==> config.mk <==
export PLATFORM = sky130hd
export DESIGN_NAME = contiguous_page_run_splitter_flat
export DESIGN_NICKNAME = d
export VERILOG_FILES = /design/src/rtl/cprs_pkg.sv /design/src/rtl/cprs_if.sv /design/src/rtl/contiguous_page_run_splitter.sv /design/src/rtl/cprs_front.sv /design/src/rtl/cprs_queue.sv /design/src/rtl/cprs_back.sv /design/src/flat_wrapper.sv
export VERILOG_INCLUDE_DIRS = /design/src /design/src/rtl
export SDC_FILE = /design/constraint.sdc
export NUM_CORES = 1
export LEC_CHECK = 0
export ABC_AREA = 1
export BUFFER_PORTS_ARGS = -buffer_cell sky130_fd_sc_hd__buf_2
export CORE_ASPECT_RATIO = 1.5
export CORE_MARGIN = 2
export CORE_UTILIZATION = 54
export DETAILED_ROUTE_END_ITERATION = 12
export HOLD_SLACK_MARGIN = 0.02
export PLACE_DENSITY_LB_ADDON = 0.25
export REMOVE_ABC_BUFFERS = 1
export SETUP_SLACK_MARGIN = 0.3
export SYNTH_ARGS = -nofsm -noshare
export SYNTH_HDL_FRONTEND = slang
export SYNTH_SLANG_ARGS = --single-unit
==> constraint.sdc <==
create_clock -name clk -period 6.27 [get_ports clk]
set_clock_uncertainty 0.15 [all_clocks]
set_input_delay 1.254 -clock clk [delete_from_list [all_inputs] [get_ports clk]]
set_output_delay 1.254 -clock clk [all_outputs]
set_load 0.02 [all_outputs]
==> src/rtl/contiguous_page_run_splitter_assert.svh <==
// assertion macros for the contiguous page run splitter
// expects clk and rst_n in the scope where a macro is used
`ifndef CONTIGUOUS_PAGE_RUN_SPLITTER_ASSERT_SVH
`define CONTIGUOUS_PAGE_RUN_SPLITTER_ASSERT_SVH

// condition must hold in the same cycle as the trigger
`define CPRS_ASSERT_SAME(lbl, ante, cons, msg) \
    lbl: assert property (@(posedge clk) disable iff (!rst_n) (ante) |-> (cons)) \
        else $error(msg);

// condition must hold in the cycle after the trigger
`define CPRS_ASSERT_NEXT(lbl, ante, cons, msg) \
    lbl: assert property (@(posedge clk) disable iff (!rst_n) (ante) |=> (cons)) \
        else $error(msg);

`endif

==> src/rtl/cprs_pkg.sv <==
// shared types and constants of the contiguous page run splitter
// no dependencies
package cprs_pkg;

    localparam int FRAME_W    = 48;
    localparam int PAGE_IDX_W = 10;
    localparam int CNT_W      = 11;
    localparam int CHUNK_W    = 6;
    localparam int SET_W      = 10;

    // command queue between front and back
    localparam int QDEPTH  = 8;
    localparam int QPTR_W  = 3;
    localparam int QCNT_W  = 4;

    // one run flush or one error result
    typedef struct packed {
        logic [PAGE_IDX_W-1:0] start;
        logic [CNT_W-1:0]      length;
        logic                  is_last;
        logic                  err;
    } cmd_t;

    // up to two commands per accepted page, cmd_a goes first
    typedef struct packed {
        logic wr_a;
        logic wr_b;
        cmd_t cmd_a;
        cmd_t cmd_b;
    } push_t;

    typedef struct packed {
        logic [CNT_W-1:0] page_cnt;
        logic             overflow;
    } front_status_t;

endpackage

==> src/rtl/cprs_if.sv <==
// valid/ready channel interfaces: pages in, chunks out
// depends on cprs_pkg
interface cprs_page_if
    import cprs_pkg::*;
();
    logic               valid;
    logic               ready;
    logic [FRAME_W-1:0] page_frame;
    logic               last_page;

    modport source (output valid, output page_frame, output last_page, input ready);
    modport sink (input valid, input page_frame, input last_page, output ready);
endinterface

interface cprs_chunk_if
    import cprs_pkg::*;
();
    logic                  valid;
    logic                  ready;
    logic [PAGE_IDX_W-1:0] start_page;
    logic [CHUNK_W-1:0]    page_count;
    logic [SET_W-1:0]      set_number;
    logic                  last_set;
    logic                  too_long;

    modport source (output valid, output start_page, output page_count,
                    output set_number, output last_set, output too_long, input ready);
    modport sink (input valid, input start_page, input page_count,
                  input set_number, input last_set, input too_long, output ready);
endinterface

==> src/rtl/contiguous_page_run_splitter.sv <==
// top level of the contiguous page run splitter
// depends on cprs_pkg, cprs_if, cprs_front, cprs_queue, cprs_back and contiguous_page_run_splitter_assert.svh
//
// pages: one item per page of a buffer, page_frame is the frame
//   number, last_page marks the final page. consecutive frames form a run.
// chunks: one item per chunk of a run. page_count is the largest power of
//   two not above the pages left, capped at MAX_CHUNK_PAGES. last_set marks
//   the final chunk of the buffer. a page at index MAX_PAGES or beyond gives
//   an item with too_long set and page_count zero, as do all later pages up
//   to the last one.
// path: a run's flush goes through the command queue, its chunks through the output register.
// throughput: one page per cycle in, one chunk per cycle out while the receiver takes them; the back end
//   cutting one chunk a cycle sets the output rate, and the front stalls
//   only while the eight-entry command queue has fewer than two free slots.
// when the receiver stalls, the output register holds its item and the
//   queue absorbs flushes until fewer than two slots are free, then pages.ready drops.
// reset clears run tracking, the queue and the output valid at once; there
//   is no start-up sweep.
module contiguous_page_run_splitter
    import cprs_pkg::*;
#(
    parameter int MAX_PAGES       = 1024,
    parameter int MAX_CHUNK_PAGES = 32
) (
    input  logic               clk,
    input  logic               rst_n,
    cprs_page_if.sink          pages,
    cprs_chunk_if.source       chunks
);

    push_t             push;
    front_status_t     status;
    logic              pop;
    logic              head_valid;
    cmd_t              head;
    logic [QCNT_W-1:0] q_count;

    cprs_front #(
        .MAX_PAGES (MAX_PAGES)
    ) u_front (
        .clk      (clk),
        .rst_n    (rst_n),
        .in_valid (pages.valid),
        .in_frame (pages.page_frame),
        .in_last  (pages.last_page),
        .q_count  (q_count),
        .in_ready (pages.ready),
        .push     (push),
        .status   (status)
    );

    cprs_queue u_queue (
        .clk        (clk),
        .rst_n      (rst_n),
        .push       (push),
        .pop        (pop),
        .head_valid (head_valid),
        .head       (head),
        .count      (q_count)
    );

    cprs_back #(
        .MAX_CHUNK_PAGES (MAX_CHUNK_PAGES)
    ) u_back (
        .clk        (clk),
        .rst_n      (rst_n),
        .head_valid (head_valid),
        .head       (head),
        .pop        (pop),
        .out_ready  (chunks.ready),
        .out_valid  (chunks.valid),
        .out_start  (chunks.start_page),
        .out_count  (chunks.page_count),
        .out_set    (chunks.set_number),
        .out_last   (chunks.last_set),
        .out_err    (chunks.too_long)
    );

`include "contiguous_page_run_splitter_assert.svh"

    `CPRS_ASSERT_SAME(a_queue_bound, 1'b1, q_count <= QCNT_W'(QDEPTH), "command queue overrun")
    `CPRS_ASSERT_SAME(a_chunk_shape, chunks.valid && !chunks.too_long, $onehot(chunks.page_count) && (chunks.page_count <= CHUNK_W'(MAX_CHUNK_PAGES)), "chunk size not a capped power of two")
    `CPRS_ASSERT_NEXT(a_buffer_clear, pages.valid && pages.ready && pages.last_page, (status.page_cnt == '0) && !status.overflow, "run state not cleared after last page")

endmodule

==> src/rtl/cprs_front.sv <==
// front end: accepts pages, tracks the current run, issues flush and error commands
// depends on cprs_pkg
module cprs_front
    import cprs_pkg::*;
#(
    parameter int MAX_PAGES = 1024
) (
    input  logic              clk,
    input  logic              rst_n,
    input  logic              in_valid,
    input  logic [FRAME_W-1:0] in_frame,
    input  logic              in_last,
    input  logic [QCNT_W-1:0] q_count,
    output logic              in_ready,
    output push_t             push,
    output front_status_t     status
);

    logic [FRAME_W-1:0]    expected_reg, expected_next;
    logic [PAGE_IDX_W-1:0] run_start_reg, run_start_next;
    logic [CNT_W-1:0]      run_len_reg, run_len_next;
    logic [CNT_W-1:0]      page_cnt_reg, page_cnt_next;
    logic                  overflow_reg, overflow_next;

    logic accept;
    logic reject;
    logic cont;
    logic brk;

    // need room for two commands: a broken run plus the final run
    assign in_ready = (QCNT_W'(QDEPTH) - q_count) >= QCNT_W'(2);
    assign accept   = in_valid && in_ready;
    assign reject   = overflow_reg || (page_cnt_reg >= CNT_W'(MAX_PAGES));
    // a frame of all ones has no successor, expected wraps to zero
    assign cont     = (page_cnt_reg != '0) && (in_frame == expected_reg)
                      && (expected_reg != '0);
    assign brk      = (page_cnt_reg != '0) && !cont;

    always_comb
    begin
        expected_next  = expected_reg;
        run_start_next = run_start_reg;
        run_len_next   = run_len_reg;
        page_cnt_next  = page_cnt_reg;
        overflow_next  = overflow_reg;
        push           = '0;

        if (accept)
        begin
            if (reject)
            begin
                overflow_next       = 1'b1;
                run_len_next        = '0;
                push.wr_a           = 1'b1;
                push.cmd_a.err      = 1'b1;
                push.cmd_a.is_last  = in_last;
            end
            else
            begin
                if (brk)
                begin
                    push.wr_a          = 1'b1;
                    push.cmd_a.start   = run_start_reg;
                    push.cmd_a.length  = run_len_reg;
                end
                if (cont)
                begin
                    run_len_next  = run_len_reg + CNT_W'(1);
                    expected_next = expected_reg + FRAME_W'(1);
                end
                else
                begin
                    run_start_next = page_cnt_reg[PAGE_IDX_W-1:0];
                    run_len_next   = CNT_W'(1);
                    expected_next  = in_frame + FRAME_W'(1);
                end
                page_cnt_next = page_cnt_reg + CNT_W'(1);

                if (in_last)
                begin
                    if (brk)
                    begin
                        push.wr_b          = 1'b1;
                        push.cmd_b.start   = run_start_next;
                        push.cmd_b.length  = run_len_next;
                        push.cmd_b.is_last = 1'b1;
                    end
                    else
                    begin
                        push.wr_a          = 1'b1;
                        push.cmd_a.start   = run_start_next;
                        push.cmd_a.length  = run_len_next;
                        push.cmd_a.is_last = 1'b1;
                    end
                end
            end

            if (in_last)
            begin
                expected_next  = '0;
                run_start_next = '0;
                run_len_next   = '0;
                page_cnt_next  = '0;
                overflow_next  = 1'b0;
            end
        end
    end

    always_ff @(posedge clk or negedge rst_n)
    begin
        if (!rst_n)
        begin
            expected_reg  <= '0;
            run_start_reg <= '0;
            run_len_reg   <= '0;
            page_cnt_reg  <= '0;
            overflow_reg  <= 1'b0;
        end
        else
        begin
            expected_reg  <= expected_next;
            run_start_reg <= run_start_next;
            run_len_reg   <= run_len_next;
            page_cnt_reg  <= page_cnt_next;
            overflow_reg  <= overflow_next;
        end
    end

    assign status.page_cnt = page_cnt_reg;
    assign status.overflow = overflow_reg;

endmodule

==> src/rtl/cprs_queue.sv <==
// command queue between front and back, two writes and one pop per cycle
// depends on cprs_pkg
module cprs_queue
    import cprs_pkg::*;
(
    input  logic              clk,
    input  logic              rst_n,
    input  push_t             push,
    input  logic              pop,
    output logic              head_valid,
    output cmd_t              head,
    output logic [QCNT_W-1:0] count
);

    cmd_t              mem_reg [QDEPTH];
    logic [QPTR_W-1:0] wptr_reg, wptr_next;
    logic [QPTR_W-1:0] rptr_reg, rptr_next;
    logic [QCNT_W-1:0] count_reg, count_next;

    always_comb
    begin
        wptr_next  = wptr_reg + QPTR_W'(push.wr_a) + QPTR_W'(push.wr_b);
        rptr_next  = rptr_reg + QPTR_W'(pop);
        count_next = count_reg + QCNT_W'(push.wr_a) + QCNT_W'(push.wr_b)
                     - QCNT_W'(pop);
    end

    always_ff @(posedge clk)
    begin
        if (push.wr_a)
            mem_reg[wptr_reg] <= push.cmd_a;
        if (push.wr_b)
            mem_reg[wptr_reg + QPTR_W'(1)] <= push.cmd_b;
    end

    always_ff @(posedge clk or negedge rst_n)
    begin
        if (!rst_n)
        begin
            wptr_reg  <= '0;
            rptr_reg  <= '0;
            count_reg <= '0;
        end
        else
        begin
            wptr_reg  <= wptr_next;
            rptr_reg  <= rptr_next;
            count_reg <= count_next;
        end
    end

    assign head_valid = count_reg != '0;
    assign head       = mem_reg[rptr_reg];
    assign count      = count_reg;

endmodule

==> src/rtl/cprs_back.sv <==
// back end: cuts the queued runs into power-of-two chunks, one per cycle while the receiver takes them
// depends on cprs_pkg
module cprs_back
    import cprs_pkg::*;
#(
    parameter int MAX_CHUNK_PAGES = 32
) (
    input  logic                  clk,
    input  logic                  rst_n,
    input  logic                  head_valid,
    input  cmd_t                  head,
    output logic                  pop,
    input  logic                  out_ready,
    output logic                  out_valid,
    output logic [PAGE_IDX_W-1:0] out_start,
    output logic [CHUNK_W-1:0]    out_count,
    output logic [SET_W-1:0]      out_set,
    output logic                  out_last,
    output logic                  out_err
);

    // largest power of two not above left, capped at the chunk limit
    function automatic logic [CHUNK_W-1:0] chunk_of(input logic [CNT_W-1:0] left);
        logic [CNT_W-1:0] p;
        p = '0;
        for (int b = 0; b < CNT_W; b++)
        begin
            if (left[b])
                p = CNT_W'(1) << b;
        end
        if (p > CNT_W'(MAX_CHUNK_PAGES))
            p = CNT_W'(MAX_CHUNK_PAGES);
        return p[CHUNK_W-1:0];
    endfunction

    logic [CNT_W-1:0] done_reg, done_next;
    logic [SET_W-1:0] set_reg, set_next;
    logic             valid_reg, valid_next;

    logic [PAGE_IDX_W-1:0] start_reg;
    logic [CHUNK_W-1:0]    count_reg;
    logic [SET_W-1:0]      setnum_reg;
    logic                  last_reg;
    logic                  err_reg;

    logic [CNT_W-1:0]      left;
    logic [PAGE_IDX_W-1:0] idx;
    logic [CHUNK_W-1:0]    chunk;
    logic                  take;
    logic                  run_done;

    assign left     = head.length - done_reg;
    assign idx      = head.start + done_reg[PAGE_IDX_W-1:0];
    assign chunk    = chunk_of(left);
    assign take     = head_valid && (!valid_reg || out_ready);
    assign run_done = head.err || (CNT_W'(chunk) == left);
    assign pop      = take && run_done;

    always_comb
    begin
        done_next  = done_reg;
        set_next   = set_reg;
        valid_next = valid_reg && !out_ready;
        if (take)
        begin
            valid_next = 1'b1;
            done_next  = run_done ? '0 : done_reg + CNT_W'(chunk);
            if (head.is_last && run_done)
                set_next = '0;
            else if (!head.err)
                set_next = set_reg + SET_W'(1);
        end
    end

    always_ff @(posedge clk or negedge rst_n)
    begin
        if (!rst_n)
        begin
            done_reg  <= '0;
            set_reg   <= '0;
            valid_reg <= 1'b0;
        end
        else
        begin
            done_reg  <= done_next;
            set_reg   <= set_next;
            valid_reg <= valid_next;
        end
    end

    always_ff @(posedge clk)
    begin
        if (take)
        begin
            setnum_reg <= set_reg;
            last_reg   <= head.is_last && run_done;
            err_reg    <= head.err;
            start_reg  <= head.err ? '0 : idx;
            count_reg  <= head.err ? '0 : chunk;
        end
    end

    assign out_valid = valid_reg;
    assign out_start = start_reg;
    assign out_count = count_reg;
    assign out_set   = setnum_reg;
    assign out_last  = last_reg;
    assign out_err   = err_reg;

endmodule

==> src/flat_wrapper.sv <==
// flat-port wrapper written by rule: the top's interface ports become plain ports
module contiguous_page_run_splitter_flat import cprs_pkg::*;
#(
    parameter int MAX_PAGES       = 1024,
    parameter int MAX_CHUNK_PAGES = 32
)
  (clk, rst_n, pages_valid, pages_page_frame, pages_last_page, pages_ready, chunks_valid, chunks_start_page, chunks_page_count, chunks_set_number, chunks_last_set, chunks_too_long, chunks_ready);
  cprs_page_if pages_i ();
  cprs_chunk_if chunks_i ();
  input  logic clk;
  input  logic rst_n;
  input wire logic [$bits(pages_i.valid)-1:0] pages_valid;
  input wire logic [$bits(pages_i.page_frame)-1:0] pages_page_frame;
  input wire logic [$bits(pages_i.last_page)-1:0] pages_last_page;
  output wire logic [$bits(pages_i.ready)-1:0] pages_ready;
  output wire logic [$bits(chunks_i.valid)-1:0] chunks_valid;
  output wire logic [$bits(chunks_i.start_page)-1:0] chunks_start_page;
  output wire logic [$bits(chunks_i.page_count)-1:0] chunks_page_count;
  output wire logic [$bits(chunks_i.set_number)-1:0] chunks_set_number;
  output wire logic [$bits(chunks_i.last_set)-1:0] chunks_last_set;
  output wire logic [$bits(chunks_i.too_long)-1:0] chunks_too_long;
  input wire logic [$bits(chunks_i.ready)-1:0] chunks_ready;
  assign pages_i.valid = pages_valid;
  assign pages_i.page_frame = pages_page_frame;
  assign pages_i.last_page = pages_last_page;
  assign pages_ready = pages_i.ready;
  assign chunks_valid = chunks_i.valid;
  assign chunks_start_page = chunks_i.start_page;
  assign chunks_page_count = chunks_i.page_count;
  assign chunks_set_number = chunks_i.set_number;
  assign chunks_last_set = chunks_i.last_set;
  assign chunks_too_long = chunks_i.too_long;
  assign chunks_i.ready = chunks_ready;
  contiguous_page_run_splitter #(.MAX_PAGES(MAX_PAGES), .MAX_CHUNK_PAGES(MAX_CHUNK_PAGES)) u_core (.clk(clk), .rst_n(rst_n), .pages(pages_i), .chunks(chunks_i));
endmodule
==> impl_metrics.json, run 1 <==
{
  "result_of_the_run": "finished clean",
  "worst_pin_slew_ps": 1188,
  "number_of_distinct_library_cells_after_synthesis": 47,
  "post-cts-setup-buffers": 0,
  "total_power_mw": 9.522,
  "critical_path_peak_fanout": 47,
  "fin_hold_ws_ps": 317.7,
  "synth-seq-area-share_pct": 49.93,
  "worst_path_dominant_cell_family": "simple AND/OR/NAND/NOR gates",
  "cts.sink_count": 325,
  "cts.htree.levels": 2,
  "path_buf_inv": 5,
  "cts_made_buffers": 34,
  "crit_path_end_kind": "flop",
  "netSwitchingFraction_pct": 43.91,
  "synth.avg_cell_area_um2": 8.177,
  "global_route_total_overflow": 0,
  "crit_type": "flop to flop",
  "rsz_0062_raised_after_global_routing": "false",
  "routedWlPerCell_um": 18.51,
  "top_level_ports": 83,
  "rows": 82,
  "number_of_violations_reported_at_the_end_of_detailed_routing_iteration_0": 1261,
  "y_dimension_of_the_die_um": 229.2,
  "p_seq_share_pct": 32.8,
  "worstSkewPairLatency_ps": 550,
  "power.density_cell_area_nw_per_um2": 472.3,
  "dpl.hpwl_mm": 36.52,
  "vdd.ir_drop.worst_v": 0.0002345,
  "crit_path_required_time_ps": 6530,
  "layout-drive-gt1-share_pct": 7.779,
  "design_area_um2": 20160,
  "grt_max_degree": 94,
  "relSlewSlack_pct": 20.22,
  "slowest_delay_ps": 490,
  "worst_setup_slack_final_ps": 898.6,
  "routed_wl_mm": 50.62,
  "drt_drc_violations_left": 0,
  "effective_utilization_at_floorplan_pct": 54.74,
  "combinational_power_share_pct": 45.8,
  "fmax_ghz": 0.1862,
  "largest_reg_flops": 184,
  "cts_tree": "built",
  "port_buffers": 82,
  "fin_tns_setup_ps": 0,
  "synth.yosys.warnings": 0,
  "cts_hold_buffers": 0,
  "route.detailed.vias_per_inst": 5.770,
  "postPlaceCellArea_um2": 19050,
  "gp_congestion": 0.9389,
  "grtUsageTotal_pct": 28.72,
  "clock_buffer_depth": 3,
  "filler_free_cell_count_of_the_finished_design": 2734,
  "die-area_um2": 35320,
  "ctsRootBufferMaster": "clkbuf_16",
  "via_count_of_the_first_global_routing_pass": 15720,
  "finalSetupViolations": 0,
  "dr.pass1.iters": 5,
  "numPlacedInstances": 2673,
  "critical_path.most_common_cell": "nand2_1",
  "syn_inst": 2232,
  "fin_util_pct": 60.47,
  "synthesis.area_um2": 18250,
  "worstSetupStartpointType": "flop",
  "detailroute.via_count": 15780,
  "final-max-slew-violation-count": 0,
  "initial_antenna_violation_count": 0,
  "min_period_ps": 5371,
  "die_w_um": 154.1,
  "n_antenna_cell": 0,
  "finalHoldViolations": 0,
  "p_clk_share_pct": 21.4,
  "number_of_maximum_capacitance_constraint_violations": 0,
  "period_share_pct": 85.67,
  "crit_arrival_ps": 5630,
  "static-leakage-power_nw": 8.417,
  "syn2layout_area_growth_pct": 10.47,
  "core_region_area_um2": 33340,
  "post-place-ws_ps": 815.8,
  "net-switching-power_mw": 4.181,
  "post_layout_nets": 2389,
  "route.antenna.remaining_nets": 0,
  "cellInternalPower_mw": 5.341,
  "global_route_wire_length_before_repair_mm": 80.67,
  "slowest_stage": "buf_4",
  "min-delay-path-class": "flop to flop",
  "cts.clk_slew.worst_paths_ps": 60,
  "ys_seq_elements": 325
}
==> cells in the final DEF (no fill, tap or decap), types with 14 or more instances in the layout <==
cell,n
edfxtp_1,204
nor4_1,25
nand4_1,29
xnor2_1,14
a21oi_1,57
clkbuf_16,34
a31oi_1,22
xor2_1,58
o22ai_1,88
dfrtp_1,112
buf_2,81
inv_1,263
ha_1,42
nand3_1,82
nor3_1,39
nor2_1,384
nand2_1,411
o21ai_0,239
buf_4,26
==> Yosys cell counts (all sizes together) <==
| cell type | n | area [um2] |
|---|---|---|
| nand2 | 413 | 1553 |
| nor2 | 385 | 1445 |
| inv | 265 | 994.7 |
| o21ai | 246 | 1235 |
| edfxtp | 204 | 6126 |
| dfrtp | 113 | 2828 |
| o22ai | 88 | 550.5 |
| nand3 | 83 | 420.4 |
| clkbuf | 66 | 249.0 |
| xor2 | 58 | 508.0 |
| a21oi | 57 | 285.3 |
| ha | 42 | 525.5 |
| nor3 | 41 | 221.5 |
| nand4 | 30 | 193.9 |
| nor4 | 26 | 168.9 |
| a31oi | 22 | 137.6 |
| buf | 21 | 102.6 |
| xnor2 | 14 | 122.6 |
| dfxtp | 8 | 160.2 |
| or2 | 8 | 50.05 |
| o21bai | 6 | 48.80 |
| clkinv | 5 | 18.77 |
| fa | 5 | 100.1 |
| nand3b | 4 | 30.03 |
| and3 | 3 | 18.77 |
| nor4b | 3 | 26.28 |
| o32ai | 3 | 26.28 |
| a21o | 2 | 15.01 |
| a221oi | 2 | 17.52 |
| nor3b | 2 | 15.01 |
| o221ai | 2 | 17.52 |
| o31ai | 2 | 15.01 |
| a211oi | 1 | 7.510 |
| a21boi | 1 | 7.510 |
| a32o | 1 | 10.01 |
==> kinds of logic after synthesis <==
logic type | count (synthesis) | share of synthesized area, %
AO/OA/AOI/OAI | 433 | 13.00
XOR/XNOR | 72 | 3.455
adder cells (fa/ha/maj) | 47 | 3.428
buffers and inverters | 357 | 7.479
flip-flops | 325 | 49.93
AND/OR/NAND/NOR | 998 | 22.70
==> metal layers <==
layer,routed length (um),part of all wire [%],track usage [%]
met3,2778,5.5,3.463
met4,3151,6.2,17.35
met1,18300,36,31.55
met2,26380,52,52.59
met5,0,0,0
==> power by group through the flow <==
stage               Sequential, mW  Combinational (mW)  Clock [mW]
finish                        3.12                4.36        2.04
global route                  3.17                4.88        2.15
CTS                           3.12                4.34        2.06
detailed placement            3.16                4.32           0
global placement              3.14                4.23           0
floorplan                     3.26                2.82           0
==> repair_timing <==
item / in CTS / in global routing
endpoints found under the hold margin: 0 / 0
endpoints found under the setup margin: 0 / 3
resized for setup: 0 / 3
==> final timing paths <==
check                      slack, ps                  startpoint                               to  cells after the start
setup reg to reg                 900  u_core.u_queue.rptr_reg[1]          u_core.u_queue.count[2]                     27
hold reg to reg                  320    u_core.u_back.set_reg[4]         u_core.u_back.out_set[4]                      0
max in group asynchronous       4000                       rst_n       u_core.u_queue.wptr_reg[2]                      2
hold / removal                   320    u_core.u_back.set_reg[4]         u_core.u_back.out_set[4]                      0
min in group asynchronous        760                       rst_n  u_core.u_front.expected_reg[13]                      1
setup / recovery                 900  u_core.u_queue.rptr_reg[1]          u_core.u_queue.count[2]                     27
==> final cells by class <==
cell class	count	area, um2
Fill cell	2908	13180
Sequential cell	325	9115
Multi-Input combinational cell	1550	7777
Inverter	270	1020
Clock buffer	38	865.8
Timing Repair Buffer	108	620.6
Tap cell	420	525.5
Clock inverter	23	237.7
No activity file was read; power rests on OpenSTA's default activity.
==> run 2: changes to the inputs <==
--- a/config.mk
+++ b/config.mk
@@ -8,9 +8,11 @@
 export LEC_CHECK = 0
 export ABC_AREA = 1
 export BUFFER_PORTS_ARGS = -buffer_cell sky130_fd_sc_hd__buf_2
+export CELL_PAD_IN_SITES_DETAIL_PLACEMENT = 0
+export CELL_PAD_IN_SITES_GLOBAL_PLACEMENT = 1
 export CORE_ASPECT_RATIO = 1.5
 export CORE_MARGIN = 2
-export CORE_UTILIZATION = 54
+export CORE_UTILIZATION = 47
 export DETAILED_ROUTE_END_ITERATION = 12
 export HOLD_SLACK_MARGIN = 0.02
 export PLACE_DENSITY_LB_ADDON = 0.25
==> run 2 against run 1 <==
Count of clock-buffer cells in the layout decreased by 1. Worst setup slack better by 110 ps. Flip-flop and latch count is the same. Hold slack got worse by 6.4 ps. Final cell count up 3.0%. Clock power increased by 6%. First-iteration DRC count is 11% lower. Fmax grew 2.1%. Core utilization is 7.4 points lower.
==> impl_metrics.json, run 2 (synthesis gave the netlist of run 1 again) <==
{
  "leading_cell_type_in_the_layout_fill_and_taps_excluded": "nand2_1",
  "numPlacedInstances": 2756,
  "number_of_violations_reported_at_the_end_of_detailed_routing_iteration_0": 1128,
  "min_period_ps": 5263,
  "post-cts-setup-buffers": 0,
  "worst_path_dominant_cell_family": "simple AND/OR/NAND/NOR gates",
  "fin_tns_setup_ps": 0,
  "dr.pass1.iters": 5,
  "critical_path.endpoint": "u_core.u_queue.count[2]",
  "fmax_ghz": 0.1900,
  "rsz_0062_raised_after_global_routing": "false",
  "crit_path_start": "u_core.u_queue.rptr_reg[1]",
  "y_dimension_of_the_die_um": 245.3,
  "number_of_maximum_capacitance_constraint_violations": 0,
  "worst_pin_slew_ps": 1026,
  "cts_tree": "built",
  "effective_utilization_at_floorplan_pct": 47.50,
  "gp_congestion": 0.9827,
  "final-max-slew-violation-count": 0,
  "critical_path_peak_fanout": 17,
  "route.detailed.vias_per_inst": 5.492,
  "crit_arrival_ps": 5530,
  "met1_track_utilization_from_global_routing_pct": 28.42,
  "global_route_wire_length_before_repair_mm": 82.12,
  "worstSetupStartpointType": "flop",
  "syn2layout_area_growth_pct": 11.70,
  "worst-r2r-cell-count": 27,
  "cts_made_buffers": 34,
  "post-place-ws_ps": 976.7,
  "grt_max_degree": 70,
  "vdd.ir_drop.worst_v": 0.0002897,
  "finalHoldViolations": 0,
  "seq_area_um2": 9115,
  "largest_reg_flops": 184,
  "cts.sink_count": 325,
  "routed_wl_mm": 51.72,
  "crit_path_required_time_ps": 6530,
  "crit_type": "flop to flop",
  "relSlewSlack_pct": 31.58,
  "crit-reg2reg-capture": "u_core.u_queue.count[2]",
  "total_power_mw": 9.663,
  "fin_util_pct": 53.05,
  "initial_antenna_violation_count": 0,
  "layout-drive-gt1-share_pct": 8.269,
  "grtUsageTotal_pct": 25.98,
  "detailroute.via_count": 15470,
  "route.antenna.remaining_nets": 0,
  "routedWlPerCell_um": 18.36,
  "post_layout_nets": 2397,
  "slowest_delay_ps": 420,
  "cts.clk_slew.worst_paths_ps": 70,
  "top_level_ports": 83,
  "rows": 88,
  "cts_hold_buffers": 0,
  "path_buf_inv": 5,
  "met3_track_demand_over_resource_in_global_routing_pct": 2.884,
  "finalSetupViolations": 0,
  "global_route_total_overflow": 0,
  "via_count_of_the_first_global_routing_pass": 15410,
  "multiInputGateArea_um2": 7780,
  "grt_util_met2_pct": 49.41,
  "path_depth": 27,
  "crit_path_end_kind": "flop",
  "result_of_the_run": "finished clean",
  "core_region_area_um2": 38430,
  "port_buffers": 82,
  "grt-busiest-layer": "met2",
  "dpl.hpwl_mm": 38.76,
  "filler_free_cell_count_of_the_finished_design": 2817,
  "min-delay-path-class": "flop to flop",
  "worstSkewPairLatency_ps": 550,
  "regToRegSetupSlack_ps": 1010,
  "slowest_stage": "fa_1",
  "n_antenna_cell": 0,
  "worst_setup_slack_final_ps": 1007,
  "drt_drc_violations_left": 0,
  "power.density_cell_area_nw_per_um2": 474.0,
  "post_cts_resized": 0,
  "critical_path.most_common_cell": "nand2_1",
  "ctsRootBufferMaster": "clkbuf_16",
  "layout.cells.most_common_list": "nand2_1 (411), nor2_1 (383), inv_1 (264), o21ai_0 (239), edfxtp_1 (204)",
  "fillers": 3587,
  "cts.htree.levels": 2,
  "critical_path.reg2reg.startpoint": "u_core.u_queue.rptr_reg[1]",
  "die-area_um2": 40460,
  "period_share_pct": 83.95,
  "static-leakage-power_nw": 8.487,
  "die_w_um": 164.9,
  "clock_buffer_depth": 3
}
[run 2: routing by layer]
layer	share of wire, %	routed length [um]
met2	54	27980
met5	0	0
met3	3.9	2036
met1	37	19380
met4	4.5	2323
[run 2: cell type report]
type	count	share of cell area, %
clock buffers	37	4.278
flip-flops and latches	325	44.71
multi-input cells	1550	38.16
inverters	270	4.971
well taps	495	3.038
repair buffers	116	3.339
clock inverters	24	1.498
[run 2: stage by stage]
stage | hold WS [ps] | instance area, um2
after global routing | 318.9 | 20390
after floorplan | 274.9 | 17900
final | 311.3 | 20390
after global placement | 285.3 | 19210
after CTS | 317.3 | 20380
after detailed placement | 298.4 | 19210
[run 2: worst min path at each step]
stage                                         from  slack (ps)  cells past startpoint                  endpoint
after global placement    u_core.u_back.set_reg[4]         290                      0  u_core.u_back.out_set[4]
final                     u_core.u_back.set_reg[4]         310                      0  u_core.u_back.out_set[4]
after CTS                 u_core.u_back.set_reg[4]         320                      0  u_core.u_back.out_set[4]
after global routing      u_core.u_back.set_reg[4]         320                      0  u_core.u_back.out_set[4]
after floorplan           u_core.u_back.set_reg[4]         270                      0  u_core.u_back.out_set[4]
after detailed placement  u_core.u_back.set_reg[4]         300                      0  u_core.u_back.out_set[4]
[run 2: power by group]
part	leakage [nW]	switching [mW]	internal (mW)
registers	3.52	0.277	2.86
logic	4.41	3.04	1.33
clock network	0.563	0.896	1.27
total	8.49	4.21	5.45
